<file path="config.mk">
export PLATFORM = sky130hd
export DESIGN_NAME = qte_sqrt_cell
export DESIGN_NICKNAME = d
export VERILOG_FILES = /design/src/qte_pkg.sv /design/src/qte_sqrt_cell.sv
export SDC_FILE = /design/constraint.sdc
export NUM_CORES = 1
export LEC_CHECK = 0
export ABC_AREA = 1
export BUFFER_PORTS_ARGS = -buffer_cell sky130_fd_sc_hd__buf_2
export CORE_ASPECT_RATIO = 0.7
export CORE_MARGIN = 1.5
export CORE_UTILIZATION = 57
export CTS_BUF_LIST = sky130_fd_sc_hd__clkbuf_4
export CTS_CLUSTER_SIZE = 24
export DETAILED_ROUTE_END_ITERATION = 8
export PLACE_DENSITY = 0.84
export SLEW_MARGIN = 20
export SYNTH_ARGS = -nofsm -noshare
export SYNTH_HDL_FRONTEND = slang
export SYNTH_SLANG_ARGS = --single-unit
</file>
<file path="constraint.sdc">
create_clock -name aclk -period 2.5 [get_ports aclk]
set_input_delay 0.25 -clock aclk [delete_from_list [all_inputs] [get_ports aclk]]
set_output_delay 0.25 -clock aclk [all_outputs]
set_load 0.05 [all_outputs]
</file>
<file path="src/qte_pkg.sv">
// Shared types and constants for the quaternion to Euler angle converter.
// No dependencies; imported by every module of the block.
`timescale 1ns / 1ps
`default_nettype none
package qte_pkg;

    localparam int CW       = 40;   // CORDIC x/y width
    localparam int AW       = 35;   // CORDIC angle width, Q30 radians
    localparam int SQ_W     = 62;   // square root remainder/root width
    localparam int SQ_CELLS = 31;   // one cell per result bit of the root

    localparam logic signed [AW-1:0] PI_Q30 = 35'sd3373259426;

    localparam logic [47:0] RECIP_82   = 48'd13094412;   // floor(2^30 / 82)
    localparam logic [51:0] ANGLE_GAIN = 52'd36672;      // 57.3 * 64 * 10
    localparam logic [51:0] ANGLE_BIAS = 52'd5368709120; // 5 * 2^30
    localparam logic [43:0] RECIP_5    = 44'd3355444;    // ceil(2^24 / 5)

    localparam int PITCH_LIMIT = 5761;
    localparam int YAW_LIMIT   = 11521;

    localparam logic [30:0] ATAN_Q30 [32] = '{
        31'd843314857, 31'd497837829, 31'd263043837, 31'd133525159,
        31'd67021687,  31'd33543516,  31'd16775851,  31'd8388437,
        31'd4194283,   31'd2097149,   31'd1048576,   31'd524288,
        31'd262144,    31'd131072,    31'd65536,     31'd32768,
        31'd16384,     31'd8192,      31'd4096,      31'd2048,
        31'd1024,      31'd512,       31'd256,       31'd128,
        31'd64,        31'd32,        31'd16,        31'd8,
        31'd4,         31'd2,         31'd1,         31'd0
    };

    typedef logic signed [CW-1:0] cxy_t;
    typedef logic signed [AW-1:0] cang_t;
    typedef logic [SQ_W-1:0]      sq_t;

endpackage
`default_nettype wire

</file>
<file path="src/qte_sqrt_cell.sv">
// One step of the restoring integer square root: settles one root bit.
// Depends on qte_pkg.
`timescale 1ns / 1ps
`default_nettype none
module qte_sqrt_cell #(
    parameter int BIT_POS = 60
) (
    input  wire logic          aclk,
    input  wire logic          en,
    input  wire qte_pkg::sq_t  v_in,
    input  wire qte_pkg::sq_t  r_in,
    output qte_pkg::sq_t       v_out,
    output qte_pkg::sq_t       r_out
);
    import qte_pkg::*;

    sq_t bit_val;
    sq_t trial;
    sq_t v_reg;
    sq_t r_reg;

    assign bit_val = SQ_W'(1) << BIT_POS;
    assign trial   = r_in + bit_val;

    always_ff @(posedge aclk) begin
        if (en) begin
            if (v_in >= trial) begin
                v_reg <= v_in - trial;
                r_reg <= (r_in >> 1) + bit_val;
            end else begin
                v_reg <= v_in;
                r_reg <= r_in >> 1;
            end
        end
    end

    assign v_out = v_reg;
    assign r_out = r_reg;
endmodule
`default_nettype wire

</file>
Word-level counts from Yosys, hierarchy flattened
Cells that the tools add are included.

operators by class
  $add $sub $neg = 3
  multiplexer cells = 2
  $lt $le $gt $ge = 1

operators by type and width
  kind                                             number
  adder 61 x 61 -> 62 bit (second input constant)  1
  adder 62 x 61 -> 62 bit (second input constant)  1
  >= comparator 62 bit                             1
  2-to-1 mux 62 bit                                1
  subtractor 62 bit                                1
  2-to-1 mux 61 bit                                1

storage, ports and cells
  output and inout bits = 124
  logic and storage cells = 9
  register bits after elaboration = 124

Depth between registers and ports, before layout
  depth after elaboration = 3
  depth in mapped cells = 18
  mapped depth without buffers = 17

Worst setup path after synthesis
No wires, ideal clock.

  kind = input to register
  from = input port v_in[0]
  to = register v_reg[27], in the netlist v_out[27], data pin
  data arrival time = 1.999 ns
  buffers on the path = 2
  library setup time = 0.253 ns
  cell stages on the path = 18
  slack = 0.248 ns
  cell sequence = inv_1 -> ha_1 -> inv_1 -> fa_1 -> nand3_1 -> nand3_2 -> nand2_1 -> nand2_1 -> nand2_1 -> nand2_2 -> nand2_1 -> nand2_1 -> nand2_1 -> nand3_2 -> buf_6 -> buf_12 -> nand2_1 -> nand2_1

on the way
  cells in the longest elaborated chain, start to end = 2
  elaborated cells on any way between the ends = 3

ends and longest elaborated chain
  item                                                              RTL line                                  RTL
  start, declared                                                   qte_sqrt_cell.sv:10                       input wire qte_pkg::sq_t v_in,
  subtractor 62 bit / >= comparator 62 bit (equally long branches)  qte_sqrt_cell.sv:28, qte_sqrt_cell.sv:27
  2-to-1 mux 62 bit *                                               qte_sqrt_cell.sv:27                       if (v_in >= trial) begin
  end signal, assigned                                              qte_sqrt_cell.sv:28                       v_reg <= v_in - trial;
  end signal, assigned                                              qte_sqrt_cell.sv:31                       v_reg <= v_in;
  end, declared                                                     qte_sqrt_cell.sv:19                       sq_t v_reg;

Every way passes the cells marked *; elsewhere a longest branch is shown, timed or not.
A chain may end at the register's enable or synchronous reset.

Final worst setup path
  from = input port r_in[24]
  to = register v_reg[20], in the netlist v_out[20], data pin

on the way
  cells in the longest elaborated chain, start to end = 3

ends and longest elaborated chain
  item                     RTL line             RTL
  start, declared          qte_sqrt_cell.sv:11  input wire qte_pkg::sq_t r_in,
  adder 62 x 61 -> 62 bit  qte_sqrt_cell.sv:23  assign trial = r_in + bit_val;
  >= comparator 62 bit     qte_sqrt_cell.sv:27
  2-to-1 mux 62 bit        qte_sqrt_cell.sv:27

Every way passes these cells.

==> impl_metrics.tcl <==
set metrics [dict create \
    wl_per_cell_um 20.2 \
    drive_gt1_frac 0.243 \
    grt_max_degree 66 \
    cts_htree_levels 4 \
    synth_flop_cell "edfxtp_1" \
    cpPeakStageDelay_ns 0.54 \
    post-synth-top-count-cell "nand2_1" \
    hpwl_um 31400 \
    crit_required_ns 2.80 \
    slew_headroom 0.680 \
    slowest_stage "dlygate4sd3_1" \
    grtUsageTotal 0.437 \
    violations "DRC, hold timing, setup timing" \
    grt_pass1_vias 12100 \
    pin_count 250 \
    gp_congestion 1.00 \
    vias 13400 \
    yosys-top-cells-count "nand2_1, inv_1, nand3_1" \
    ys_ff_latch 124 \
    finalSetupViolCount 55 \
    clock_sinks 124 \
    tns_ns -2.17 \
    cp_common_cell "nand2_1" \
    peakVddDrop_v 0.000387 \
    maxSlewViolCount 0 \
    grt-ovfl-total 0 \
    synth.avg_cell_area_um2 6.55 \
    vias_per_cell 5.69 \
    routed_wl_um 47600 \
    grt_first_pass_wirelength_um 65500 \
    path_cells "dlygate4sd3_1 -> buf_2 -> inv_1 -> ha_4 -> nand2_1 -> buf_4 -> inv_1 -> nand2_1 -> nand2_1 -> nand2_1 -> nand2_1 -> inv_1 -> nand2_1 -> inv_1 -> nand2_1 -> nand2_2 -> nand3_4 -> buf_12 -> buf_12 -> nand2_1 -> nand2_1" \
    worstPathMaxFanout 8 \
    netlist.area_leader.share 0.343 \
    p_per_area_nw_per_um2 550 \
    syn-cell-area_um2 10900 \
    synth_area_leaders "edfxtp_1, nand2_1, inv_1, ha_1, nand3_1" \
    core_area_um2 18800 \
    fmax_ghz 0.377 \
    place_area_um2 13000 \
    worst_setup_path_start_kind "input pin" \
    yosysWarnings 0 \
    antenna_found_initial 2 \
    maxCapViolCount 0 \
    timing.hold.ws_ns -0.00624 \
    clockBufferDepth 2 \
    status "finished with violations" \
    die_w_um 168 \
    numCtsBuffers 17 \
    firstDrtPassIters 9 \
    fill_cells 1276 \
    async_reset_ff_frac 0 \
    endpoint_kind "flop" \
    cts_tree "built" \
    synth_edf_count 124 \
    finalHoldViolCount 2 \
    synth_area_leader_cell "edfxtp_1" \
    finalCritPeriodShare 1.06 \
    final_nets 2291 \
    period_needed_ns 2.65 \
    fp.dieH_um 118 \
    die_area_um2 19900 \
    area_delta_synth_final_pct 37.2 \
    core.rowCount 42 \
    worst_pin_slew_ns 0.477 \
    syn_inst 1657 \
    crit_type "in2reg" \
    ant_nets 0 \
    synth_cell_types 33 \
    setup_ws_ns -0.153 \
    syn_nets 1846 \
    port_buffers 249 \
    root_buffer "clkbuf_4" \
    drcViolationCount 1 \
    start_util 0.579 \
    hold_path.class "in2reg" \
    worstPathArrival_ns 2.95 \
    p_leak_nw 8.39 \
    clk_pin_slew_worst_paths_ns 0.13 \
    design_area_um2 14900 \
    drt_iter0_drc 2216 \
    yosysSeqAreaShare 0.343 \
]
==> path summary, 6_finish.rpt <==
path	slack [ns]	cells after the start	end	startpoint
setup / recovery	-0.15	21	v_out[20]	r_in[24]
hold / removal	-0.006	3	v_out[33]	v_in[33]
==> report_power, final <==
| part | switching (mW) | total (mW) | internal, mW |
|---|---|---|---|
| Sequential | 0.0887 | 2.69 | 2.60 |
| Clock | 0.904 | 1.59 | 0.685 |
| Combinational | 2.70 | 3.92 | 1.22 |
==> metal layers <==
metal / GRT usage / part of all wire / up-vias
met4: 0.166 / 0.057 / 0
met5: 0 / 0 / -
li1: - / - / 5952
met1: 0.592 / 0.38 / 5915
met3: 0.115 / 0.15 / 269
met2: 0.668 / 0.42 / 1268
==> worst max-delay path: cells and delay by family <==
kind          cells  cell delay, ns
buf+inv           9            1.41
simple gates     11            1.02
fa+ha+maj         1            0.26
==> stage by stage <==
step                setup WS, ns  power (mW)   util  instances  hold slack (ns)
finish                    -0.153        8.20  0.794       2356         -0.00624
global route              -0.165        8.44  0.794       2356          -0.0195
detailed placement        -0.144        6.00  0.694       2223            0.444
global placement         -0.0499        5.92  0.694       2223            0.442
CTS                       0.0265        7.58  0.757       2342         0.000152
floorplan                  0.248        4.94      -       1657            0.349
==> cell families after synthesis <==
kind of cell    count (synthesis)  synth area share
compound gates                 47            0.0222
xor+xnor                       32            0.0258
fa+ha+maj                      63            0.0733
buf+inv                       400             0.148
flops                         124             0.343
simple gates                  991             0.387
==> layout by cell type, fill, tap and decap left out, types with 2 or more instances in the layout <==
| cell type | count |
|---|---|
| nand2_1 | 649 |
| nand3b_1 | 2 |
| buf_12 | 10 |
| a21oi_2 | 4 |
| nand3_4 | 2 |
| clkinvlp_4 | 2 |
| nor3_4 | 4 |
| dlygate4sd3_1 | 92 |
| ha_1 | 39 |
| nand3_2 | 27 |
| nand2_2 | 28 |
| nor3_1 | 12 |
| ha_2 | 10 |
| xor2_1 | 31 |
| buf_2 | 243 |
| nand4_1 | 20 |
| inv_2 | 8 |
| inv_1 | 373 |
| clkbuf_16 | 6 |
| o21ai_0 | 4 |
| clkinv_1 | 3 |
| nor2_2 | 25 |
| nor2_1 | 83 |
| bufinv_16 | 3 |
| a21oi_1 | 35 |
| diode_2 | 2 |
| edfxtp_1 | 124 |
| nand3_1 | 120 |
| dlymetal6s4s_1 | 2 |
| nand2_4 | 3 |
| and2_1 | 4 |
| ha_4 | 13 |
| clkbuf_4 | 19 |
| clkinv_2 | 2 |
| buf_4 | 91 |
| nor2_4 | 7 |
==> registers in the layout, summed over array words and instances, names as in the netlist <==
register and cells:
r_out 62, v_out 62
==> final cells by class <==
| type | count | area (um2) | area share |
|---|---|---|---|
| multi-input cells | 1133 | 5960 | 0.400 |
| flip-flops and latches | 124 | 3720 | 0.250 |
| repair buffers | 445 | 3210 | 0.215 |
| inverters | 381 | 1430 | 0.0960 |
| well taps | 242 | 303 | 0.0203 |
| clock buffers | 19 | 143 | 0.00957 |
| clock inverters | 10 | 126 | 0.00848 |
| diodes | 2 | 5.00 | 0.000336 |
==> repair_timing <==
action | CTS | global route
endpoints found under the hold margin | 90 | 4
gates resized for setup | 0 | 111
hold buffers | 90 | 4
endpoints found under the setup margin | 0 | 63
setup buffers | 0 | 5
Note: power is estimated with default switching activity, not from simulation.
