==> src/qte_pkg.sv <==
// Shared types and constants for the quaternion to Euler angle converter.
// No dependencies; imported by every module of the block.
`timescale 1ns / 1ps
`default_nettype none
package qte_pkg;

    localparam int CW       = 40;   // CORDIC x/y width
    localparam int AW       = 35;   // CORDIC angle width, Q30 radians
    localparam int SQ_W     = 62;   // square root remainder/root width
    localparam int SQ_CELLS = 31;   // one cell per result bit of the root

    localparam logic signed [AW-1:0] PI_Q30 = 35'sd3373259426;

    localparam logic [47:0] RECIP_82   = 48'd13094412;   // floor(2^30 / 82)
    localparam logic [51:0] ANGLE_GAIN = 52'd36672;      // 57.3 * 64 * 10
    localparam logic [51:0] ANGLE_BIAS = 52'd5368709120; // 5 * 2^30
    localparam logic [43:0] RECIP_5    = 44'd3355444;    // ceil(2^24 / 5)

    localparam int PITCH_LIMIT = 5761;
    localparam int YAW_LIMIT   = 11521;

    localparam logic [30:0] ATAN_Q30 [32] = '{
        31'd843314857, 31'd497837829, 31'd263043837, 31'd133525159,
        31'd67021687,  31'd33543516,  31'd16775851,  31'd8388437,
        31'd4194283,   31'd2097149,   31'd1048576,   31'd524288,
        31'd262144,    31'd131072,    31'd65536,     31'd32768,
        31'd16384,     31'd8192,      31'd4096,      31'd2048,
        31'd1024,      31'd512,       31'd256,       31'd128,
        31'd64,        31'd32,        31'd16,        31'd8,
        31'd4,         31'd2,         31'd1,         31'd0
    };

    typedef logic signed [CW-1:0] cxy_t;
    typedef logic signed [AW-1:0] cang_t;
    typedef logic [SQ_W-1:0]      sq_t;

endpackage
`default_nettype wire

==> src/qte_cordic_pre.sv <==
// CORDIC entry cell: folds a negative x into the right half plane by pi.
// Depends on qte_pkg.
`timescale 1ns / 1ps
`default_nettype none
module qte_cordic_pre (
    input  wire logic          aclk,
    input  wire logic          en,
    input  wire qte_pkg::cxy_t x_in,
    input  wire qte_pkg::cxy_t y_in,
    output qte_pkg::cxy_t      x_out,
    output qte_pkg::cxy_t      y_out,
    output qte_pkg::cang_t     a_out,
    output logic               zero_out
);
    import qte_pkg::*;

    cxy_t  x_reg;
    cxy_t  y_reg;
    cang_t a_reg;
    logic  zero_reg;

    always_ff @(posedge aclk) begin
        if (en) begin
            zero_reg <= (x_in == '0) && (y_in == '0);
            if (x_in[CW-1]) begin
                a_reg <= y_in[CW-1] ? -PI_Q30 : PI_Q30;
                x_reg <= -x_in;
                y_reg <= -y_in;
            end else begin
                a_reg <= '0;
                x_reg <= x_in;
                y_reg <= y_in;
            end
        end
    end

    assign x_out    = x_reg;
    assign y_out    = y_reg;
    assign a_out    = a_reg;
    assign zero_out = zero_reg;
endmodule
`default_nettype wire

==> config.mk <==
export PLATFORM = sky130hd
export DESIGN_NAME = qte_cordic_pre
export DESIGN_NICKNAME = d
export VERILOG_FILES = /design/src/qte_pkg.sv /design/src/qte_cordic_pre.sv
export SDC_FILE = /design/constraint.sdc
export NUM_CORES = 1
export LEC_CHECK = 0
export BUFFER_PORTS_ARGS = -buffer_cell sky130_fd_sc_hd__clkbuf_2
export CAP_MARGIN = 30
export CELL_PAD_IN_SITES_DETAIL_PLACEMENT = 1
export CELL_PAD_IN_SITES_GLOBAL_PLACEMENT = 1
export CORE_ASPECT_RATIO = 0.8
export CORE_UTILIZATION = 30
export CTS_BUF_LIST = sky130_fd_sc_hd__clkbuf_16
export DETAILED_ROUTE_END_ITERATION = 10
export GPL_TIMING_DRIVEN = 0
export PLACE_DENSITY_LB_ADDON = 0.1
export SLEW_MARGIN = 20
export SYNTH_ARGS = -nofsm -noshare
export SYNTH_HDL_FRONTEND = slang
export SYNTH_SLANG_ARGS = --single-unit
==> constraint.sdc <==
create_clock -name aclk -period 2.5 [get_ports aclk]
set_input_delay 0.25 -clock aclk [delete_from_list [all_inputs] [get_ports aclk]]
set_output_delay 0.25 -clock aclk [all_outputs]
set_load 0.005 [all_outputs]
# Word level (Yosys, flattened, before mapping)
# Index checks and enable logic that the tools add are counted.
[classes] n_addsub=2 mux=3 n_reduce_logical=3
[op_table] op="logical NOT 40 bit" n=2
[op_table] op="negation 40 bit" n=2
[op_table] op="2-to-1 mux 40 bit" n=1
[op_table] op="2-to-1 mux 39 bit" n=1
[op_table] op="2-to-1 mux 35 bit" n=1
[op_table] op="logical AND 1 bit" n=1
[totals] register_bits=116 input_bits=82 out_inout_bits=116 elab_cells=13

# Depth between registers and ports, before layout
[depth] depth_word=2 depth_mapped=7 mapped_depth_nobuf=6

# Worst setup path before layout
# No wires, ideal clock.
[synth_path] kind="in2reg" startpoint="input x_in[1]" endpoint="register x_reg[28], in the netlist x_out[28], data pin" setup_ns=0.266 arrival_time_ns=1.729 required_ns=2.234 slack_ns=0.505 cell_stages=7 n_path_buf=1 path_cell_list="inv_1 -> ha_1 -> nor4b_1 -> nand3_1 -> buf_2 -> o41ai_1 -> xnor2_1"
[synth_between] elab_chain_len=2
[synth_lines] item="from (decl)" line="qte_cordic_pre.sv:8" rtl="input wire qte_pkg::cxy_t x_in,"
[synth_lines] item="negation 40 bit" line="qte_cordic_pre.sv:27" rtl="x_reg <= -x_in;"
[synth_lines] item="2-to-1 mux 39 bit" line="qte_cordic_pre.sv:25" rtl="if (x_in[CW-1]) begin"
[synth_lines] item="to (signal assigned)" line="qte_cordic_pre.sv:27"
[synth_lines] item="to (signal assigned)" line="qte_cordic_pre.sv:31" rtl="x_reg <= x_in;"
[synth_lines] item="to (decl)" line="qte_cordic_pre.sv:17" rtl="cxy_t x_reg;"
# No other way between the ends.
# A chain may end at the register's enable or synchronous reset.

# Final worst setup path
[layout_path] startpoint="input x_in[0]" endpoint="register x_reg[28], in the netlist x_out[28], data pin"
# Same word-level chain as after synthesis.

==> results_tabular.tex <==
\begin{tabular}{lr}
\hline
Metric & Value \\
\hline
\multicolumn{2}{l}{\textbf{Placed design}} \\
\quad Placed instance area & 5910 µm² \\
\quad Half-perimeter wire length of the detailed placement result & between 10 and 15 mm \\
\quad Quantity of I/O buffers inserted on ports & 196 \\
\quad Final weighted congestion in routability-driven placement & 0.789 \\
\multicolumn{2}{l}{\textbf{Finish}} \\
\quad Total of fill cells in the finished design & 1702 \\
\quad Nets & 676 \\
\quad Share of the core filled with cells & 41.4\% \\
\quad Layout overhead on the synthesized area & 34.1\% \\
\quad Share of final-layout standard cells stronger than drive strength 1 & 43.2\% \\
\quad Post-route design area & 6240 µm² \\
\quad Antenna diode count & 0 \\
\multicolumn{2}{l}{\textbf{Power}} \\
\quad Power density of the placed cells & 631 nW/µm² \\
\quad Leakage power & 2.43 nW \\
\quad Peak VDD IR & 349 µV \\
\multicolumn{2}{l}{\textbf{Yosys}} \\
\quad Flip-flop cell with the highest count after synthesis & sky130\_fd\_sc\_hd\_\_edfxtp\_1 \\
\quad Share of synthesized area occupied by flip-flops and latches & between 50\% and 60\% \\
\quad Cell taking the most area after synthesis & sky130\_fd\_sc\_hd\_\_edfxtp\_1 \\
\quad Gate Count Post-Synth & 385 \\
\quad Top area cells in the synthesized netlist & sky130\_fd\_sc\_hd\_\_edfxtp\_1 (54\%), sky130\_fd\_sc\_hd\_\_xnor2\_1 (14\%), sky130\_fd\_sc\_hd\_\_buf\_4 (5.2\%) \\
\quad Mapped Nets & 469 \\
\quad Netlist Area Pre-Place & 4650 µm² \\
\quad Yosys warnings & 0 \\
\quad Share of the synthesized area in the top cell type & between 50\% and 60\% \\
\quad Number of flops mapped to enable cells by yosys & 84 \\
\quad Post-synth ARST share & 0\% \\
\quad Count of distinct cell types in the synthesized netlist & 39 \\
\quad Mean instance size in the synthesized netlist & 12.1 µm² \\
\quad Synth Register Bits & between 80 and 90 \\
\multicolumn{2}{l}{\textbf{STA}} \\
\quad Max Clk Rate & 447 MHz \\
\quad Final setup viols & 0 \\
\quad Final period util & 89.5\% \\
\quad Max\_slew headroom & 39.4\% \\
\quad Transition time of the tightest slew-check pin & 900 ps \\
\quad RSZ-0062 raised after global routing & false \\
\quad Min cycle time layout & 2240 ps \\
\quad Max-slew violation total from the final report & 0 \\
\quad Hold violation total from the final report & 0 \\
\multicolumn{2}{l}{\textbf{Worst setup path}} \\
\quad Critical path class & input port to flip-flop \\
\quad Crit Path Max Fanout & 10 \\
\quad Worst EP arrival & 2320 ps \\
\quad Element type at the critical path end & flip-flop \\
\quad Type of element launching the critical path & input port \\
\quad CP required & 2580 ps \\
\multicolumn{2}{l}{\textbf{Routing}} \\
\quad Wire length reported by the detailed router & 14.2 mm \\
\quad Via count & around 3800 \\
\quad Pre-antenna DRT Iters & 4 \\
\quad Count of unresolved DRC violations after routing & 0 \\
\quad Residual antenna-violating net count after detailed routing & 0 \\
\quad Detailed-route wire length per cell & approximately 18 µm \\
\quad Initial detailed-routing violation count & 145 \\
\quad Post-DR vias/cell & 4.73 \\
\multicolumn{2}{l}{\textbf{Clock network}} \\
\quad \# resized after CTS & 0 \\
\quad H-tree lvl count & 3 \\
\quad Clock-pin slew reported for the worst setup and hold paths after clock tree synthesis & 60 ps \\
\quad Clock root buffer master & sky130\_fd\_sc\_hd\_\_clkbuf\_16 \\
\quad Maximum root-to-sink buffer count & 2 \\
\quad TritonCTS clock tree & done \\
\quad Number of hold buffers added after CTS & 0 \\
\quad Sinks on the clock net & 84 \\
\quad Clock buffers created by TritonCTS & 9 \\
\quad Post-CTS Setup Repair Bufs & 0 \\
\multicolumn{2}{l}{\textbf{Floorplanning}} \\
\quad Count of boundary I/O pins & slightly below 200 \\
\quad Chip Width & 141 µm \\
\quad Initial cell density of the core & 30.9\% \\
\quad Floorplan Core Area & 15100 µm² \\
\quad Placement row count & 40 \\
\quad Die boundary height & 113 µm \\
\quad Area of the die & 16000 µm² \\
\multicolumn{2}{l}{\textbf{GRT}} \\
\quad All-layer global routing usage & 18.1\% \\
\quad Number of antenna violations at the first check in global routing & 0 \\
\quad Wire length of the first global-routing pass & $\sim$22 mm \\
\quad GRT Residual Overflow & 0 \\
\quad Largest net degree at the start of global routing & 85 \\
\quad Vias in the first global route & around 3800 \\
\multicolumn{2}{l}{\textbf{Job}} \\
\quad Number of maximum-capacitance constraint violations & 0 \\
\multicolumn{2}{l}{\textbf{Status}} \\
\quad Run status & complete, no violations \\
\multicolumn{2}{l}{\textbf{Min path}} \\
\quad Worst min-delay path category & input port to flip-flop \\
\hline
\end{tabular}
-- report_power, final --
part           internal, W  switching [W]  leakage [nW]
sequential         0.00173      0.0000520         0.821
clock             0.000965       0.000537         0.172
combinational     0.000323       0.000331          1.43
-- area by class of cell --
cell class	instances	area, µm²	share of cell area, %
flip-flops and latches	84	2520	40.4
multi-input cells	246	1800	28.9
repair buffers	196	990	15.9
plain buffers	48	303	4.85
well taps	210	263	4.21
clock buffers	9	225	3.61
clock inverters	7	108	1.72
inverters	7	26.3	0.421
-- cells by family (layout without fill, tap and decap cells) --
group / after synthesis / count (layout) / share of synthesized area, %
AOI/OAI and AO/OA: 66 / 66 / 11.3
xor gates and xnor gates: 75 / 75 / 14.1
adders and majority gates: 2 / 2 / 0.538
buffers and inverters: 55 / 267 / 7.07
DFF: 84 / 84 / 54.2
other: 1 / 1 / 0.0806
and+or+nand+nor: 102 / 102 / 12.7
-- stage by stage --
stage / hold WS (ps) / setup slack [ps] / cells / TNS [ps] / total power, W
floorplan: 349 / 505 / 385 / 0 / 0.00208
global placement: 445 / -124 / 791 / -445 / 0.00246
detailed placement: 454 / -121 / 791 / -416 / 0.00247
CTS: 97.3 / 238 / 807 / 0 / 0.00400
global route: 104 / 28.8 / 807 / 0 / 0.00410
finish: 111 / 262 / 807 / 0 / 0.00394
-- cell usage after synthesis, drive strengths merged, types with 7 or more instances --
master  number
inv          7
nor2        11
o41ai       25
nand2       23
buf         34
nor3        10
nand3        8
edfxtp      84
nor4        16
or3          7
clkbuf      14
nand4        7
o31ai       24
o21ai       15
xnor2       73
-- worst max-delay path: stages --
cell and delay [ps]:
sky130_fd_sc_hd__clkbuf_2 130, sky130_fd_sc_hd__inv_1 70, sky130_fd_sc_hd__ha_1 200, sky130_fd_sc_hd__nor4b_1 460, sky130_fd_sc_hd__nand3_1 380, sky130_fd_sc_hd__buf_2 330, sky130_fd_sc_hd__o41ai_1 400, sky130_fd_sc_hd__xnor2_1 100
-- path summary, 6_finish.rpt --
path / from / to / slack (ps) / cells past startpoint
max: x_in[0] / x_out[28]$_DFFE_PP_ / 260 / 8
min: x_in[39] / a_out[1]$_SDFFCE_PN0P_ / 110 / 1
-- cell usage in the layout, fill, tap and decap left out, types with 2 or more instances in the layout --
cell type	count
sky130_fd_sc_hd__or3_1	7
sky130_fd_sc_hd__nand2b_1	3
sky130_fd_sc_hd__nor4_1	14
sky130_fd_sc_hd__o41ai_1	22
sky130_fd_sc_hd__ha_1	2
sky130_fd_sc_hd__buf_2	2
sky130_fd_sc_hd__or2_2	4
sky130_fd_sc_hd__nor2_1	11
sky130_fd_sc_hd__o31ai_1	23
sky130_fd_sc_hd__o21ai_0	15
sky130_fd_sc_hd__edfxtp_1	84
sky130_fd_sc_hd__clkbuf_2	195
sky130_fd_sc_hd__or4_1	5
sky130_fd_sc_hd__bufinv_16	3
sky130_fd_sc_hd__nand3_1	7
sky130_fd_sc_hd__o41ai_2	2
sky130_fd_sc_hd__inv_1	9
sky130_fd_sc_hd__buf_4	32
sky130_fd_sc_hd__nand2_1	23
sky130_fd_sc_hd__xnor2_1	73
sky130_fd_sc_hd__xor2_1	2
sky130_fd_sc_hd__clkbuf_16	9
sky130_fd_sc_hd__clkbuf_1	14
sky130_fd_sc_hd__nor3_1	9
sky130_fd_sc_hd__clkinv_2	2
sky130_fd_sc_hd__nand4_1	7
-- layer usage --
metal	GRT usage, %	wire [µm]	vias to the layer above
met5	0	0	-
met4	5.94	224	0
met3	4.24	600	15
met2	28.3	6360	117
met1	24.9	6990	1841
li1	-	-	1847
-- sequential cells by signal (all words and copies together), names as in the netlist --
name,count
a_out,3
x_out,40
y_out,40
zero_out,1
Note: power is estimated with default switching activity, not from simulation.
