==> src/qte_pkg.sv <==
// Shared types and constants for the quaternion to Euler angle converter.
// No dependencies; imported by every module of the block.
`timescale 1ns / 1ps
`default_nettype none
package qte_pkg;

    localparam int CW       = 40;   // CORDIC x/y width
    localparam int AW       = 35;   // CORDIC angle width, Q30 radians
    localparam int SQ_W     = 62;   // square root remainder/root width
    localparam int SQ_CELLS = 31;   // one cell per result bit of the root

    localparam logic signed [AW-1:0] PI_Q30 = 35'sd3373259426;

    localparam logic [47:0] RECIP_82   = 48'd13094412;   // floor(2^30 / 82)
    localparam logic [51:0] ANGLE_GAIN = 52'd36672;      // 57.3 * 64 * 10
    localparam logic [51:0] ANGLE_BIAS = 52'd5368709120; // 5 * 2^30
    localparam logic [43:0] RECIP_5    = 44'd3355444;    // ceil(2^24 / 5)

    localparam int PITCH_LIMIT = 5761;
    localparam int YAW_LIMIT   = 11521;

    localparam logic [30:0] ATAN_Q30 [32] = '{
        31'd843314857, 31'd497837829, 31'd263043837, 31'd133525159,
        31'd67021687,  31'd33543516,  31'd16775851,  31'd8388437,
        31'd4194283,   31'd2097149,   31'd1048576,   31'd524288,
        31'd262144,    31'd131072,    31'd65536,     31'd32768,
        31'd16384,     31'd8192,      31'd4096,      31'd2048,
        31'd1024,      31'd512,       31'd256,       31'd128,
        31'd64,        31'd32,        31'd16,        31'd8,
        31'd4,         31'd2,         31'd1,         31'd0
    };

    typedef logic signed [CW-1:0] cxy_t;
    typedef logic signed [AW-1:0] cang_t;
    typedef logic [SQ_W-1:0]      sq_t;

endpackage
`default_nettype wire

==> src/qte_angle_scale.sv <==
// Q30 radians to rounded, saturated 1/64 degree units over three stages.
// Depends on qte_pkg.
`timescale 1ns / 1ps
`default_nettype none
module qte_angle_scale #(
    parameter int OW    = 14,
    parameter int LIMIT = 5761
) (
    input  wire logic           aclk,
    input  wire logic           en,
    input  wire qte_pkg::cang_t a_in,
    input  wire logic           zero_in,
    output logic signed [OW-1:0] angle_out
);
    import qte_pkg::*;

    logic [AW-1:0]   mag;
    logic [51:0]     p1_reg;
    logic            neg1_reg;
    logic [43:0]     p2_reg;
    logic            neg2_reg;
    logic [19:0]     q;
    logic [19:0]     q_sat;
    logic signed [OW-1:0] angle_reg;

    assign mag   = (zero_in || !a_in[AW-1]) ? (zero_in ? '0 : AW'(a_in)) : AW'(-a_in);
    assign q     = p2_reg[43:24];
    assign q_sat = (q > 20'(LIMIT)) ? 20'(LIMIT) : q;

    always_ff @(posedge aclk) begin
        if (en) begin
            p1_reg    <= 52'(mag) * ANGLE_GAIN + ANGLE_BIAS;
            neg1_reg  <= a_in[AW-1] && !zero_in;
            p2_reg    <= 44'(p1_reg[51:31]) * RECIP_5;
            neg2_reg  <= neg1_reg;
            angle_reg <= neg2_reg ? -OW'(q_sat) : OW'(q_sat);
        end
    end

    assign angle_out = angle_reg;
endmodule
`default_nettype wire

==> config.mk <==
export PLATFORM = sky130hd
export DESIGN_NAME = qte_angle_scale
export DESIGN_NICKNAME = d
export VERILOG_FILES = /design/src/qte_pkg.sv /design/src/qte_angle_scale.sv
export SDC_FILE = /design/constraint.sdc
export NUM_CORES = 1
export LEC_CHECK = 0
export BUFFER_PORTS_ARGS = -buffer_cell sky130_fd_sc_hd__buf_2
export CORE_MARGIN = 5
export CORE_UTILIZATION = 35
export CTS_CLUSTER_DIAMETER = 60
export DETAILED_ROUTE_END_ITERATION = 6
export SLEW_MARGIN = 5
export SYNTH_ARGS = -nofsm -noshare
export SYNTH_HDL_FRONTEND = slang
export SYNTH_SLANG_ARGS = --single-unit
==> constraint.sdc <==
create_clock -name aclk -period 15.82 [get_ports aclk]
set_input_delay 0.791 -clock aclk [delete_from_list [all_inputs] [get_ports aclk]]
set_output_delay 0.791 -clock aclk [all_outputs]
set_load 0.005 [all_outputs]
Word-level counts from Yosys, hierarchy flattened --
Index checks and enable logic that the tools add are counted.
Storage, ports and cells: latch bits 0, output and inout bits 14, bits in writable memories 0, register bits after elaboration 109, memories kept 0, logic and storage cells 19, memory bits (read-only) 0
Cells by class: equality and inequality tests 0, add/subtract/negate cells 3, divide/modulo/power cells 0, $lt $le $gt $ge 1, shift operators 0, multiply operators 2, mux-type cells 4, reductions and logical operators 4, bitwise logic cells 0
Operators by type and width (number):
- 2-to-1 mux 35 bit | 2
- adder 51 x 33 -> 52 bit (second input constant) | 1
- multiplier 35 x 10 -> 45 bit (second input constant) | 1
- multiplier 21 x 20 -> 41 bit (second input constant) | 1
- negator 35 bit | 1
- 2-to-1 mux 14 bit | 2
- > comparator 19 x 13 -> 1 bit (second input constant) | 1
- negator 14 bit | 1
- logical NOT 1 bit | 2
- logical AND 1 bit | 1
- logical OR 1 bit | 1

Depth between registers and ports, before layout --
Gate-level depths: netlist (run 1).
word-level depth 5, gate-level depth with buffers 31, gate-level depth less buffers 30

Worst setup path after synthesis (run 1) --
No wires, ideal clock.
path type input -> register, from input a_in[8], to register p1_reg[50], data pin, required time 15685 ps, data arrival time 8271 ps, library setup time 135 ps, setup slack 7414 ps, cell stages on the path 29, cell sequence or3_4 -> or4_4 -> or3_1 -> or3_1 -> or3_4 -> nand2b_1 -> o21ai_1 -> xor2_1 -> nor2_1 -> ha_1 -> fa_1 -> fa_1 -> fa_1 -> inv_1 -> fa_1 -> inv_1 -> ha_1 -> clkbuf_1 -> a21oi_1 -> o21ai_0 -> a41oi_1 -> o31ai_1 -> a21oi_1 -> xor2_1 -> nor3_1 -> nand4_1 -> or2_1 -> or4_1 -> nand3_1
On the way: longest elaborated chain between the ends 4, elaborated cells between the ends (all ways) 5
Ends and longest elaborated chain:
- start: declaration | line qte_angle_scale.sv:11 | input wire qte_pkg::cang_t a_in,
- negator 35 bit / 2-to-1 mux 35 bit (equally long branches) | line qte_angle_scale.sv:26 | assign mag = (zero_in || !a_in[AW-1]) ? (zero_in ? '0 : AW'(a_in)) : AW'(-a_in);
- 2-to-1 mux 35 bit * | line qte_angle_scale.sv:26
- multiplier 35 x 10 -> 45 bit * | line qte_angle_scale.sv:32 | p1_reg <= 52'(mag) * ANGLE_GAIN + ANGLE_BIAS;
- adder 51 x 33 -> 52 bit * | line qte_angle_scale.sv:32
- end signal: assignment | line qte_angle_scale.sv:32
- end: declaration | line qte_angle_scale.sv:18 | logic [51:0] p1_reg;
Every way passes the cells marked *; elsewhere a longest branch is shown, timed or not. A chain may end at the register's enable or synchronous reset.

Worst setup path in the final report (run 1) --
Same ends and word-level chain as after synthesis.

==> results_dict.tcl, run 1 <==
set metrics [dict create \
    endpoint_kind "flip-flop" \
    slowest_delay_ps 690 \
    port_buffers 51 \
    gp_congestion 0.913 \
    clock_path_buffers 2 \
    synth_edf_count 56 \
    r2r-end "p2_reg[42]" \
    gr-usage-all-layers_pct 14.2 \
    path_class "in2reg" \
    worstHoldPathType "reg2reg" \
    first_pass_iters 5 \
    syn_avg_cell_area_sq_um 9.63 \
    cpMostUsedCell "fa_1" \
    grt_max_degree 57 \
    cts_sinks 56 \
    crit_arrival_ps 9210 \
    yosysMostFrequentCell "inv_1" \
    maxSlewHeadroom_pct 20.7 \
    finalNetCount 2455 \
    diodes 0 \
    dieArea_sq_mm 0.0532 \
    setup_tns_ps 0 \
    postRouteAntennaNets 0 \
    post-route-period-util_pct 57.1 \
    cpMaxStageDelayCell "nor4_1" \
    fmax_mhz 111 \
    drv_cap 0 \
    synth_area_sq_mm 0.0170 \
    syn_inst 1769 \
    yosys-top-cells-area "fa_1, ha_1, inv_1" \
    layout_setup_ws_ps 6780 \
    clock_latency_ps 310 \
    slew_viol_final 0 \
    ys_seq_elements 56 \
    via_per_inst 4.89 \
    yosysTopAreaCell "fa_1" \
    clkTransAtPathRegs_ps 70 \
    rsz0062_at_grt "no" \
    grt_first_pass_wirelength_um 63100 \
    min_period_ps 9040 \
    coreArea_sq_mm 0.0479 \
    hpwl_um 33400 \
    yosysUniqueCellTypes 74 \
    tritoncts "built" \
    row_count 80 \
    htree_levels 2 \
    hold_viol 0 \
    cp.required_ps 15990 \
    grt_overflow 0 \
    r2r_setup_slack_ps 8240 \
    critPathLaunchType "input port" \
    cts.repair.resized 0 \
    avgRoutedWirePerCell_um 15.4 \
    die_h_um 231 \
    synthTopCellsByCount "inv_1, ha_1, fa_1, nor2_1, nand2_1" \
    r2r_cells 21 \
    status "finished clean" \
    dieWidth_um 231 \
    drtIter0Drc 413 \
    r2r-start "p1_reg[45]" \
    wirelength_um 37200 \
    io_pins 52 \
    synthFlopType "edfxtp_1" \
    holdPathStages 0 \
    yosysTopAreaCellShare_pct 32.1 \
    yosys_warnings 0 \
    hp-start "neg1_reg" \
    finalSetupViolations 0 \
    num_vias 11900 \
    fin_skew_ps 11.9 \
    syn-num-nets 2415 \
    antenna_found_initial 0 \
    drive_above_1_share_pct 4.97 \
    largest_reg_flops 21 \
    cts_made_buffers 5 \
    initial_utilization_pct 35.5 \
    async_flop_share_pct 0 \
    cts-root-buf "clkbuf_16" \
    hold_buffers 0 \
    worstHoldEndpoint "neg2_reg" \
    synthToLayoutAreaGrowth_pct 6.49 \
    worst_pin_slew_ps 1160 \
    place_ws_ps 6420 \
    yosysSeqAreaShare_pct 9.87 \
    postCtsSetupRepairBufs 0 \
    grt_pass1_vias 12700 \
    drcViolationCount 0 \
    path_max_fanout 12 \
]
[worst max-delay path, delay by kind of cell]
kind | cells | cell delay (ps)
and+or+nand+nor | 14 | 4660
adders and majority gates | 6 | 2870
AOI/OAI and AO/OA | 2 | 440
xor gates and xnor gates | 2 | 210
buffers and inverters | 3 | 200
[cells by family after synthesis]
group | after synthesis | synth area share (%)
compound gates | 229 | 8.84
flops | 56 | 9.87
fa+ha+maj | 608 | 56.7
xor+xnor | 93 | 4.83
mux | 2 | 0.118
simple gates | 297 | 8.94
buf+inv | 484 | 10.7
[placed cells by master (no fill, tap or decap), types with 16 or more instances in the layout]
cell type	count
fa_1	273
xnor2_1	43
o21ai_0	46
ha_1	335
nand4_1	16
nor2_1	86
nor3_1	17
edfxtp_1	56
a21o_1	23
a21oi_1	65
nand2_1	74
xor2_1	49
nand3_1	17
inv_1	464
buf_2	51
[metal layers]
metal | part of all wire, % | vias to the layer above | track usage, %
li1 | - | 5797 | -
met1 | 47 | 5784 | 19.9
met2 | 47 | 223 | 23.9
met3 | 4.3 | 49 | 2.05
met4 | 1.6 | 0 | 2.28
met5 | 0 | - | 0
[worst max path at each step]
| stage | from | end | depth (start not counted) |
|---|---|---|---|
| 2_1_floorplan | a_in[8] | p1_reg[50] | 29 |
| 3_3_place_gp | a_in[8] | p1_reg[50] | 27 |
| 3_5_place_dp | a_in[8] | p1_reg[50] | 27 |
| 4_1_cts | a_in[8] | p1_reg[50] | 27 |
| 5_1_grt | a_in[8] | p1_reg[50] | 27 |
| 6_report | a_in[8] | p1_reg[50] | 27 |
[final cells by class]
class                   instances  area (sq um)
inverters                     465          1750
clock buffers                   5           125
multi-input cells            1229         13500
flip-flops and latches         56          1680
well taps                     615           769
fillers                      4730         29800
repair buffers                 52           263
clock inverters                 3          27.5
[per-stage QoR]
stage | area [sq um] | util [%] | cells | hold WS, ps
2_1_floorplan | 17000 | - | 1769 | 400
3_3_place_gp | 18000 | 37.5 | 2417 | 404
4_1_cts | 18100 | 37.8 | 2425 | 429
6_report | 18100 | 37.8 | 2425 | 425
5_1_grt | 18100 | 37.8 | 2425 | 454
3_5_place_dp | 18000 | 37.5 | 2417 | 412
Power of run 1 is left out: the tool's default activity adds up to more than one toggle a clock period on the data nets, which glitch-free logic cannot reach.
==> run 2, diff against run 1 <==
clock period = 9.5 ns   (was 15.82 ns; I/O delays follow)
==> results_dict.tcl, run 2 (same netlist as run 1, synthesis figures left out) <==
set metrics [dict create \
    hold_buffers 0 \
    synthToLayoutAreaGrowth_pct 6.49 \
    tritoncts "built" \
    coreArea_sq_mm 0.0479 \
    via_per_inst 4.91 \
    min_period_ps 8780 \
    wirelength_um 37200 \
    slew_viol_final 0 \
    gp_congestion 0.912 \
    initial_utilization_pct 35.5 \
    worstHoldPathType "reg2reg" \
    final_common_cell "inv_1" \
    clock_path_buffers 2 \
    endpoint_kind "flip-flop" \
    fin_skew_ps 8.86 \
    cts_sinks 56 \
    fmax_mhz 114 \
    cp.required_ps 9670 \
    dieWidth_um 231 \
    cts.repair.resized 0 \
    crit_family "simple AND/OR/NAND/NOR gates" \
    worst_pin_slew_ps 1190 \
    critPathLaunchType "input port" \
    die_h_um 231 \
    antenna_found_initial 0 \
    hold_viol 0 \
    status "finished clean" \
    gr-usage-all-layers_pct 14.2 \
    grt_first_pass_wirelength_um 63300 \
    drv_cap 0 \
    htree_levels 2 \
    path_max_fanout 12 \
    crit_buf_inv 3 \
    cts-root-buf "clkbuf_16" \
    row_count 80 \
    rsz0062_at_grt "no" \
    drtIter0Drc 521 \
    maxSlewHeadroom_pct 18.5 \
    crit_arrival_ps 8950 \
    hpwl_um 33400 \
    grt_max_degree 57 \
    diodes 0 \
    place_ws_ps 335 \
    avgRoutedWirePerCell_um 15.4 \
    layout_setup_ws_ps 720 \
    finalNetCount 2455 \
    slowest_delay_ps 760 \
    largest_reg_flops 21 \
    cpMaxStageDelayCell "nor4_1" \
    path_class "in2reg" \
    final_cell_mix "inv_1, ha_1, fa_1" \
    num_vias 11900 \
    clock_latency_ps 310 \
    post-route-period-util_pct 92.4 \
    clkTransAtPathRegs_ps 70 \
    grt_pass1_vias 12700 \
    cpMostUsedCell "fa_1" \
    fill_cells 4801 \
    finalSetupViolations 0 \
    drive_above_1_share_pct 4.97 \
    drcViolationCount 0 \
    grt_overflow 0 \
    postCtsSetupRepairBufs 0 \
    io_pins 52 \
    postRouteAntennaNets 0 \
    port_buffers 51 \
    cts_made_buffers 5 \
    first_pass_iters 5 \
    dieArea_sq_mm 0.0532 \
    setup_tns_ps 0 \
]
[run 2: cell counts in the layout (fill, tap and decap cells not counted)]
Identical to the previous run, type by type.
[run 2: final timing paths]
check                                 from    endpoint  slack (ps)  cells past startpoint
worst min-delay path              neg1_reg    neg2_reg         430                      0
worst max-delay path               a_in[8]  p1_reg[50]         720                     27
worst min register to register    neg1_reg    neg2_reg         430                      0
worst max register to register  p1_reg[45]  p2_reg[42]        1870                     21
[run 2: cell type report]
type	instances	area, sq um	area share, %
Multi-Input combinational cell	1229	13500	74.6
Inverter	465	1750	9.62
Sequential cell	56	1680	9.27
Tap cell	615	769	4.24
Timing Repair Buffer	52	263	1.45
Clock buffer	5	125	0.690
Clock inverter	3	27.5	0.152
[run 2: stage by stage]
step                      hold slack (ps)  instances  util [%]  cell area [sq um]
after floorplan                       400       1769         -              17000
after global placement                404       2417      37.5              18000
after detailed placement              413       2417      37.5              18000
after CTS                             431       2425      37.8              18100
after global routing                  454       2425      37.8              18100
final                                 427       2425      37.8              18100
[run 2: metal layers]
| metal | track usage (%) | routed length, um | vias to the layer above |
|---|---|---|---|
| met5 | 0 | 0 | - |
| met4 | 2.04 | 506 | 0 |
| met3 | 1.90 | 1470 | 38 |
| met2 | 24.0 | 17700 | 205 |
| met1 | 20.2 | 17600 | 5846 |
| li1 | - | - | 5809 |
Power of run 2 is left out for the same reason.
