--- config.mk ---
export PLATFORM = sky130hd
export DESIGN_NAME = qte_cordic_cell
export DESIGN_NICKNAME = d
export VERILOG_FILES = /design/src/qte_pkg.sv /design/src/qte_cordic_cell.sv
export SDC_FILE = /design/constraint.sdc
export NUM_CORES = 1
export LEC_CHECK = 0
export ABC_AREA = 1
export BUFFER_PORTS_ARGS = -buffer_cell sky130_fd_sc_hd__buf_2
export CORE_ASPECT_RATIO = 1.25
export CORE_MARGIN = 4
export CORE_UTILIZATION = 50
export CTS_CLUSTER_SIZE = 10
export DETAILED_ROUTE_END_ITERATION = 8
export PLACE_DENSITY = 0.8
export SLEW_MARGIN = 20
export SYNTH_ARGS = -nofsm -noshare
export SYNTH_HDL_FRONTEND = slang
export SYNTH_SLANG_ARGS = --single-unit
--- constraint.sdc ---
create_clock -name aclk -period 2.17 [get_ports aclk]
set_clock_uncertainty 0.1 [all_clocks]
set_input_delay 0.217 -clock aclk [delete_from_list [all_inputs] [get_ports aclk]]
set_output_delay 0.217 -clock aclk [all_outputs]
set_load 0.01 [all_outputs]
--- src/qte_pkg.sv ---
// Shared types and constants for the quaternion to Euler angle converter.
// No dependencies; imported by every module of the block.
`timescale 1ns / 1ps
`default_nettype none
package qte_pkg;

    localparam int CW       = 40;   // CORDIC x/y width
    localparam int AW       = 35;   // CORDIC angle width, Q30 radians
    localparam int SQ_W     = 62;   // square root remainder/root width
    localparam int SQ_CELLS = 31;   // one cell per result bit of the root

    localparam logic signed [AW-1:0] PI_Q30 = 35'sd3373259426;

    localparam logic [47:0] RECIP_82   = 48'd13094412;   // floor(2^30 / 82)
    localparam logic [51:0] ANGLE_GAIN = 52'd36672;      // 57.3 * 64 * 10
    localparam logic [51:0] ANGLE_BIAS = 52'd5368709120; // 5 * 2^30
    localparam logic [43:0] RECIP_5    = 44'd3355444;    // ceil(2^24 / 5)

    localparam int PITCH_LIMIT = 5761;
    localparam int YAW_LIMIT   = 11521;

    localparam logic [30:0] ATAN_Q30 [32] = '{
        31'd843314857, 31'd497837829, 31'd263043837, 31'd133525159,
        31'd67021687,  31'd33543516,  31'd16775851,  31'd8388437,
        31'd4194283,   31'd2097149,   31'd1048576,   31'd524288,
        31'd262144,    31'd131072,    31'd65536,     31'd32768,
        31'd16384,     31'd8192,      31'd4096,      31'd2048,
        31'd1024,      31'd512,       31'd256,       31'd128,
        31'd64,        31'd32,        31'd16,        31'd8,
        31'd4,         31'd2,         31'd1,         31'd0
    };

    typedef logic signed [CW-1:0] cxy_t;
    typedef logic signed [AW-1:0] cang_t;
    typedef logic [SQ_W-1:0]      sq_t;

endpackage
`default_nettype wire

--- src/qte_cordic_cell.sv ---
// One vectoring CORDIC micro-rotation by atan(2^-IDX).
// Depends on qte_pkg for widths and the arctangent table.
`timescale 1ns / 1ps
`default_nettype none
module qte_cordic_cell #(
    parameter int IDX = 0
) (
    input  wire logic          aclk,
    input  wire logic          en,
    input  wire qte_pkg::cxy_t x_in,
    input  wire qte_pkg::cxy_t y_in,
    input  wire qte_pkg::cang_t a_in,
    input  wire logic          zero_in,
    output qte_pkg::cxy_t      x_out,
    output qte_pkg::cxy_t      y_out,
    output qte_pkg::cang_t     a_out,
    output logic               zero_out
);
    import qte_pkg::*;

    cxy_t  xs;
    cxy_t  ys;
    cang_t step;
    cxy_t  x_reg;
    cxy_t  y_reg;
    cang_t a_reg;
    logic  zero_reg;

    assign xs   = x_in >>> IDX;
    assign ys   = y_in >>> IDX;
    assign step = cang_t'(ATAN_Q30[IDX]);

    always_ff @(posedge aclk) begin
        if (en) begin
            zero_reg <= zero_in;
            if (!y_in[CW-1]) begin
                x_reg <= x_in + ys;
                y_reg <= y_in - xs;
                a_reg <= a_in + step;
            end else begin
                x_reg <= x_in - ys;
                y_reg <= y_in + xs;
                a_reg <= a_in - step;
            end
        end
    end

    assign x_out    = x_reg;
    assign y_out    = y_reg;
    assign a_out    = a_reg;
    assign zero_out = zero_reg;
endmodule
`default_nettype wire

Word level (Yosys, flattened, before mapping) --
Cells that the tools add are included.
Cells by class: mux-type cells 3, bitwise gates (word level) 0, shift-type cells 0, eq/ne operators 0, multipliers 0, $add $sub $neg 5, reductions and logical operators 0, $lt $le $gt $ge 0, div/mod/pow operators 0
Operators by type and width (count):
- $mux W40 | 2
- $sub A40 B40 Y40 | 2
- $add A40 B40 Y40 | 1
- $add A35 B31 Y35 const B | 1
- $mux W35 | 1
- $sub A35 B31 Y35 const B | 1
Word-level totals: output and inout port bits 116, bits in read-only memories 0, RAM bits 0, memories 0, bits in latches 0, logic and storage cells 12, bits in registers 116

Depth between registers and ports, before layout --
depth after elaboration 2, depth in mapped cells 18

Least setup slack after synthesis --
Ideal clock, no wire load.
kind in2reg, from input y_in[39], to register a_reg[33] (netlist: a_out[33]) (data pin), arrival time 1966 ps, buffers on the path 1, required time 1818 ps, library setup time 252 ps, path slack -148 ps, stages on the path 12, path through inv_2 buf_2 ha_1 a21oi_1 nor2_1 nor2_1 a21boi_0 nor2_1 nor3_1 nand2_1 nand2_1 nand2_1
On the way: word-level cells in the longest chain between the ends 1
RTL lines:
- from (decl) | line qte_cordic_cell.sv:11 | input wire qte_pkg::cxy_t y_in,
- $mux W35 | line qte_cordic_cell.sv:36 | if (!y_in[CW-1]) begin
- to (signal assigned) | line qte_cordic_cell.sv:39 | a_reg <= a_in + step;
- to (signal assigned) | line qte_cordic_cell.sv:43 | a_reg <= a_in - step;
- to (decl) | line qte_cordic_cell.sv:26 | cang_t a_reg;
Every way passes these cells. A chain may end at the register's enable or synchronous reset.

Worst setup path in the final report --
from input x_in[12], to register y_reg[35] (netlist: y_out[35]) (data pin)
On the way: word-level cells in the longest chain between the ends 2
RTL lines:
- from (decl) | line qte_cordic_cell.sv:10 | input wire qte_pkg::cxy_t x_in,
- $sub A40 B40 Y40 or $add A40 B40 Y40 (tied branches) | line qte_cordic_cell.sv:38, qte_cordic_cell.sv:42
- $mux W40 (*) | line qte_cordic_cell.sv:36
- to (signal assigned) | line qte_cordic_cell.sv:38 | y_reg <= y_in - xs;
- to (signal assigned) | line qte_cordic_cell.sv:42 | y_reg <= y_in + xs;
- to (decl) | line qte_cordic_cell.sv:25 | cxy_t y_reg;
Mark *: on every way between the ends. The rest lies on a longest branch, timed or not.

==> metrics.txt <==
# TYPE chip_impl_metric gauge
chip_impl_info{name="result_of_the_run",value="complete, no violations"} 1
chip_impl_metric{name="report.final.hold_viol_count",unit=""} 0
chip_impl_metric{name="power_density",unit="nW/µm²"} 550
chip_impl_metric{name="syn_area",unit="µm²"} 15100
chip_impl_metric{name="area.growth.synth_to_final",unit="%"} 39.7
chip_impl_info{name="timing.critical_path.cells",value="buf_2 > inv_1 > ha_2 > buf_4 > nor2_2 > inv_1 > buf_4 > nor3_1 > nand2_1 > nand2_1 > nand2_1 > nand2_1 > nand2_1 > nand3_1 > nand2_1"} 1
chip_impl_metric{name="min_period",unit="ns"} 2.11
chip_impl_metric{name="floorplan.rows",unit=""} 70
chip_impl_info{name="cpMaxStageDelayCell",value="sky130_fd_sc_hd__ha_2"} 1
chip_impl_metric{name="numClockSinks",unit=""} 115
chip_impl_metric{name="post-route-drc-count",unit=""} 0
chip_impl_info{name="synth_top_cells_by_area",value="sky130_fd_sc_hd__edfxtp_1 23%, sky130_fd_sc_hd__nand2_1 18%, sky130_fd_sc_hd__ha_1 13%"} 1
chip_impl_metric{name="post_synth_fa_ha_maj_area_fraction",unit=""} 0.139
chip_impl_metric{name="floorplan.io_pins",unit=""} 234
chip_impl_info{name="critical_path_source",value="x_in[12]"} 1
chip_impl_metric{name="vias",unit=""} 18480
chip_impl_metric{name="netlist-cell-type-count",unit=""} 44
chip_impl_info{name="hp-start",value="a_in[0]"} 1
chip_impl_info{name="critPathCaptureType",value="flip-flop"} 1
chip_impl_info{name="critical_path_class",value="in2reg"} 1
chip_impl_metric{name="finalCoreUtilization",unit=""} 0.715
chip_impl_metric{name="critical_path.max_fanout",unit=""} 7
chip_impl_metric{name="max_clock_freq",unit="GHz"} 0.474
chip_impl_metric{name="grt_max_degree",unit=""} 73
chip_impl_metric{name="gr-total-overflow",unit=""} 0
chip_impl_metric{name="netlist.area_leader.share",unit=""} 0.229
chip_impl_metric{name="io_buffers",unit=""} 233
chip_impl_metric{name="postSynthNetCount",unit=""} 2636
chip_impl_info{name="critical-path-top-cell-by-count",value="sky130_fd_sc_hd__nand2_1"} 1
chip_impl_metric{name="insertedDiodeCount",unit=""} 0
chip_impl_metric{name="num-fill-cells",unit=""} 2544
chip_impl_metric{name="number_of_max_cap_violations",unit=""} 0
chip_impl_metric{name="gp_routability_congestion",unit=""} 1.01
chip_impl_metric{name="ys_warn_count",unit=""} 0
chip_impl_metric{name="wirelength",unit="µm"} 61400
chip_impl_metric{name="wire_per_inst",unit="µm"} 17.8
chip_impl_info{name="rsz0062_at_grt",value="true"} 1
chip_impl_metric{name="clk_transition_reported_paths",unit="ns"} 0.06
chip_impl_metric{name="core_area",unit="µm²"} 29500
chip_impl_info{name="cpLargestDelayFamily",value="simple AND/OR/NAND/NOR gates"} 1
chip_impl_metric{name="die_x",unit="µm"} 163
chip_impl_metric{name="postSynthAreaPerCell",unit="µm²"} 6.42
chip_impl_metric{name="cts_buffers",unit=""} 17
chip_impl_metric{name="initial_core_util",unit=""} 0.512
chip_impl_metric{name="postSynthRegisterBits",unit=""} 115
chip_impl_info{name="synth_top_cell_by_area",value="sky130_fd_sc_hd__edfxtp_1"} 1
chip_impl_metric{name="drive_above_1_share",unit=""} 0.304
chip_impl_metric{name="final-setup-viol-count",unit=""} 0
chip_impl_metric{name="synth_compound_gate_area_share",unit=""} 0.136
chip_impl_metric{name="critical_path.n_buffers_inverters",unit=""} 5
chip_impl_info{name="cts.root.buffer_cell",value="sky130_fd_sc_hd__clkbuf_16"} 1
chip_impl_metric{name="cp_data_arrival_time",unit="ns"} 2.19
chip_impl_metric{name="post-dp-hpwl",unit="µm"} 51800
chip_impl_metric{name="fin_crit_sh",unit=""} 0.971
chip_impl_metric{name="grtUsageTotal",unit=""} 0.364
chip_impl_metric{name="p_leak",unit="nW"} 11.3
chip_impl_metric{name="share_of_cell_area_taken_by_muxes_after_synthesis",unit=""} 0.00199
chip_impl_metric{name="yosysSeqAreaShare",unit=""} 0.229
chip_impl_metric{name="vdd_ir_drop_max",unit="mV"} 0.477
chip_impl_info{name="clock_tree_from_tritoncts",value="built"} 1
chip_impl_metric{name="post_synth_xor_area_fraction",unit=""} 0.0307
chip_impl_metric{name="post_synth_inst_count",unit=""} 2353
chip_impl_metric{name="via_count_of_the_first_global_routing_pass",unit=""} 18571
chip_impl_metric{name="postLayoutCellArea",unit="µm²"} 21100
chip_impl_metric{name="dpl-instance-area",unit="µm²"} 20200
chip_impl_info{name="timing.hold.worst.class",value="in2reg"} 1
chip_impl_info{name="sort_of_element_at_the_start_of_the_critical_path",value="input port"} 1
chip_impl_metric{name="die_y",unit="µm"} 202
chip_impl_metric{name="required_arrival_time_at_the_worst_endpoint",unit="ns"} 2.25
chip_impl_metric{name="die-area",unit="µm²"} 33100
chip_impl_metric{name="worst_slew_pin_slew",unit="ns"} 0.932
chip_impl_metric{name="max-clock-path-buffers",unit=""} 2
chip_impl_metric{name="grt_first_pass_wirelength",unit="µm"} 94800
chip_impl_metric{name="report.final.slew_viol_count",unit=""} 0
chip_impl_metric{name="synth-simple-area-share",unit=""} 0.344
chip_impl_metric{name="antenna_left",unit=""} 0
chip_impl_metric{name="worst_slew_margin_rel",unit=""} 0.379
chip_impl_info{name="synth_top_family_by_area",value="simple AND/OR/NAND/NOR gates"} 1
chip_impl_metric{name="firstDrtPassIters",unit=""} 8
chip_impl_metric{name="vias_per_cell",unit=""} 5.35
chip_impl_metric{name="antenna_found_initial",unit=""} 0
chip_impl_metric{name="ctsHtreeMaxLevel",unit=""} 4
chip_impl_metric{name="fin_nets",unit=""} 3330
chip_impl_metric{name="critical_path.max_stage_delay",unit="ns"} 0.35
chip_impl_metric{name="detailedRoute.firstIterationViolations",unit=""} 1542
-- kinds of logic after synthesis --
logic type,after synthesis
simple gates,1216
buf+inv,430
compound gates,371
fa+ha+maj,165
flops,115
xor+xnor,53
mux,3
-- metal layers --
metal  up-vias  GRT usage  share of wire
met4         0      0.212          0.069
met3       239     0.0479          0.065
met5         -          0              0
met1      8438      0.413           0.38
li1       8951          -              -
met2       852      0.646           0.49
-- synthesized netlist by cell type, drive strengths merged --
master  count
nand2     730
a21o        8
nand3b      6
nor3b       1
and2        7
xor2       45
edfxtp    115
clkbuf      8
nor2      228
nor3       23
xnor2       8
o211ai      2
inv       376
or2         8
nand3     193
a31oi       6
fa          4
o21a        9
or3         1
mux2i       3
nand4      18
buf        46
o22ai      10
a21oi     178
o31ai       1
o21ai     130
nor4        1
a21boi      5
o21bai     22
ha        161
-- placed cells by master (no fill, tap or decap), types with 4 or more instances in the layout --
| cell | instances |
|---|---|
| sky130_fd_sc_hd__nand2_1 | 704 |
| sky130_fd_sc_hd__buf_4 | 492 |
| sky130_fd_sc_hd__inv_1 | 360 |
| sky130_fd_sc_hd__buf_2 | 231 |
| sky130_fd_sc_hd__nand3_1 | 183 |
| sky130_fd_sc_hd__nor2_1 | 166 |
| sky130_fd_sc_hd__a21oi_1 | 158 |
| sky130_fd_sc_hd__ha_1 | 139 |
| sky130_fd_sc_hd__edfxtp_1 | 115 |
| sky130_fd_sc_hd__o21ai_0 | 101 |
| sky130_fd_sc_hd__nor2_2 | 47 |
| sky130_fd_sc_hd__xor2_1 | 45 |
| sky130_fd_sc_hd__nand2_2 | 26 |
| sky130_fd_sc_hd__nor3_1 | 22 |
| sky130_fd_sc_hd__o21ai_1 | 22 |
| sky130_fd_sc_hd__o21bai_1 | 21 |
| sky130_fd_sc_hd__a21oi_2 | 18 |
| sky130_fd_sc_hd__nand4_1 | 18 |
| sky130_fd_sc_hd__clkbuf_16 | 17 |
| sky130_fd_sc_hd__ha_2 | 16 |
| sky130_fd_sc_hd__inv_2 | 15 |
| sky130_fd_sc_hd__nor2_4 | 15 |
| sky130_fd_sc_hd__o22ai_1 | 10 |
| sky130_fd_sc_hd__nand3_2 | 10 |
| sky130_fd_sc_hd__o21a_1 | 9 |
| sky130_fd_sc_hd__xnor2_1 | 8 |
| sky130_fd_sc_hd__a21o_1 | 8 |
| sky130_fd_sc_hd__and2_1 | 7 |
| sky130_fd_sc_hd__nand3b_1 | 6 |
| sky130_fd_sc_hd__ha_4 | 6 |
| sky130_fd_sc_hd__o21ai_2 | 5 |
| sky130_fd_sc_hd__a31oi_1 | 5 |
| sky130_fd_sc_hd__or2_1 | 5 |
| sky130_fd_sc_hd__buf_12 | 5 |
| sky130_fd_sc_hd__a21boi_0 | 4 |
| sky130_fd_sc_hd__fa_1 | 4 |
| sky130_fd_sc_hd__bufinv_16 | 4 |
| sky130_fd_sc_hd__inv_6 | 4 |
-- through the flow --
stage / cells / setup slack (ns) / TNS [ns] / total power [mW] / hold slack, ns
after detailed placement: 3422 / -0.443 / -27.76 / 8.25 / 0.300
after floorplan: 2353 / -0.000634 / -0.000634 / 5.70 / 0.216
after global placement: 3422 / -0.432 / -25.26 / 8.12 / 0.298
after global routing: 3456 / -0.0599 / -0.187 / 12.2 / 0.102
final: 3456 / 0.0624 / 0 / 11.6 / 0.0940
after CTS: 3455 / 0.0285 / 0 / 11.4 / 0.0826
-- power breakdown --
part	internal, mW	total, mW	switching [mW]	leakage, nW
combinational	2.29	5.44	3.15	9.86
sequential	2.89	3.00	0.110	1.12
clock	1.94	3.16	1.22	0.302
total	7.12	11.6	4.48	11.3
-- worst paths after layout --
check             endpoint  slack (ns)  depth (start not counted)
max    y_out[35]$_DFFE_PP_        0.06                         15
min     a_out[0]$_DFFE_PP_        0.09                          3
-- registers in the layout, summed over array words and instances (netlist names) --
signal / count
a_out: 35
x_out: 40
y_out: 39
zero_out: 1
-- timing repair --
action	4_1_cts	5_1_grt
endpoints found under the hold margin	1	0
gates resized for setup	0	83
setup buffers	0	1
hold buffers	1	0
endpoints found under the setup margin	0	62
-- layout make-up --
| class | count | area, µm² | area share |
|---|---|---|---|
| Multi-Input combinational cell | 1808 | 10200 | 0.481 |
| Timing Repair Buffer | 729 | 4960 | 0.235 |
| Sequential cell | 115 | 3450 | 0.164 |
| Inverter | 376 | 1410 | 0.0670 |
| Tap cell | 396 | 495 | 0.0235 |
| Clock buffer | 18 | 429 | 0.0203 |
| Clock inverter | 14 | 201 | 0.00954 |
Note: power is estimated with default switching activity, not from simulation.
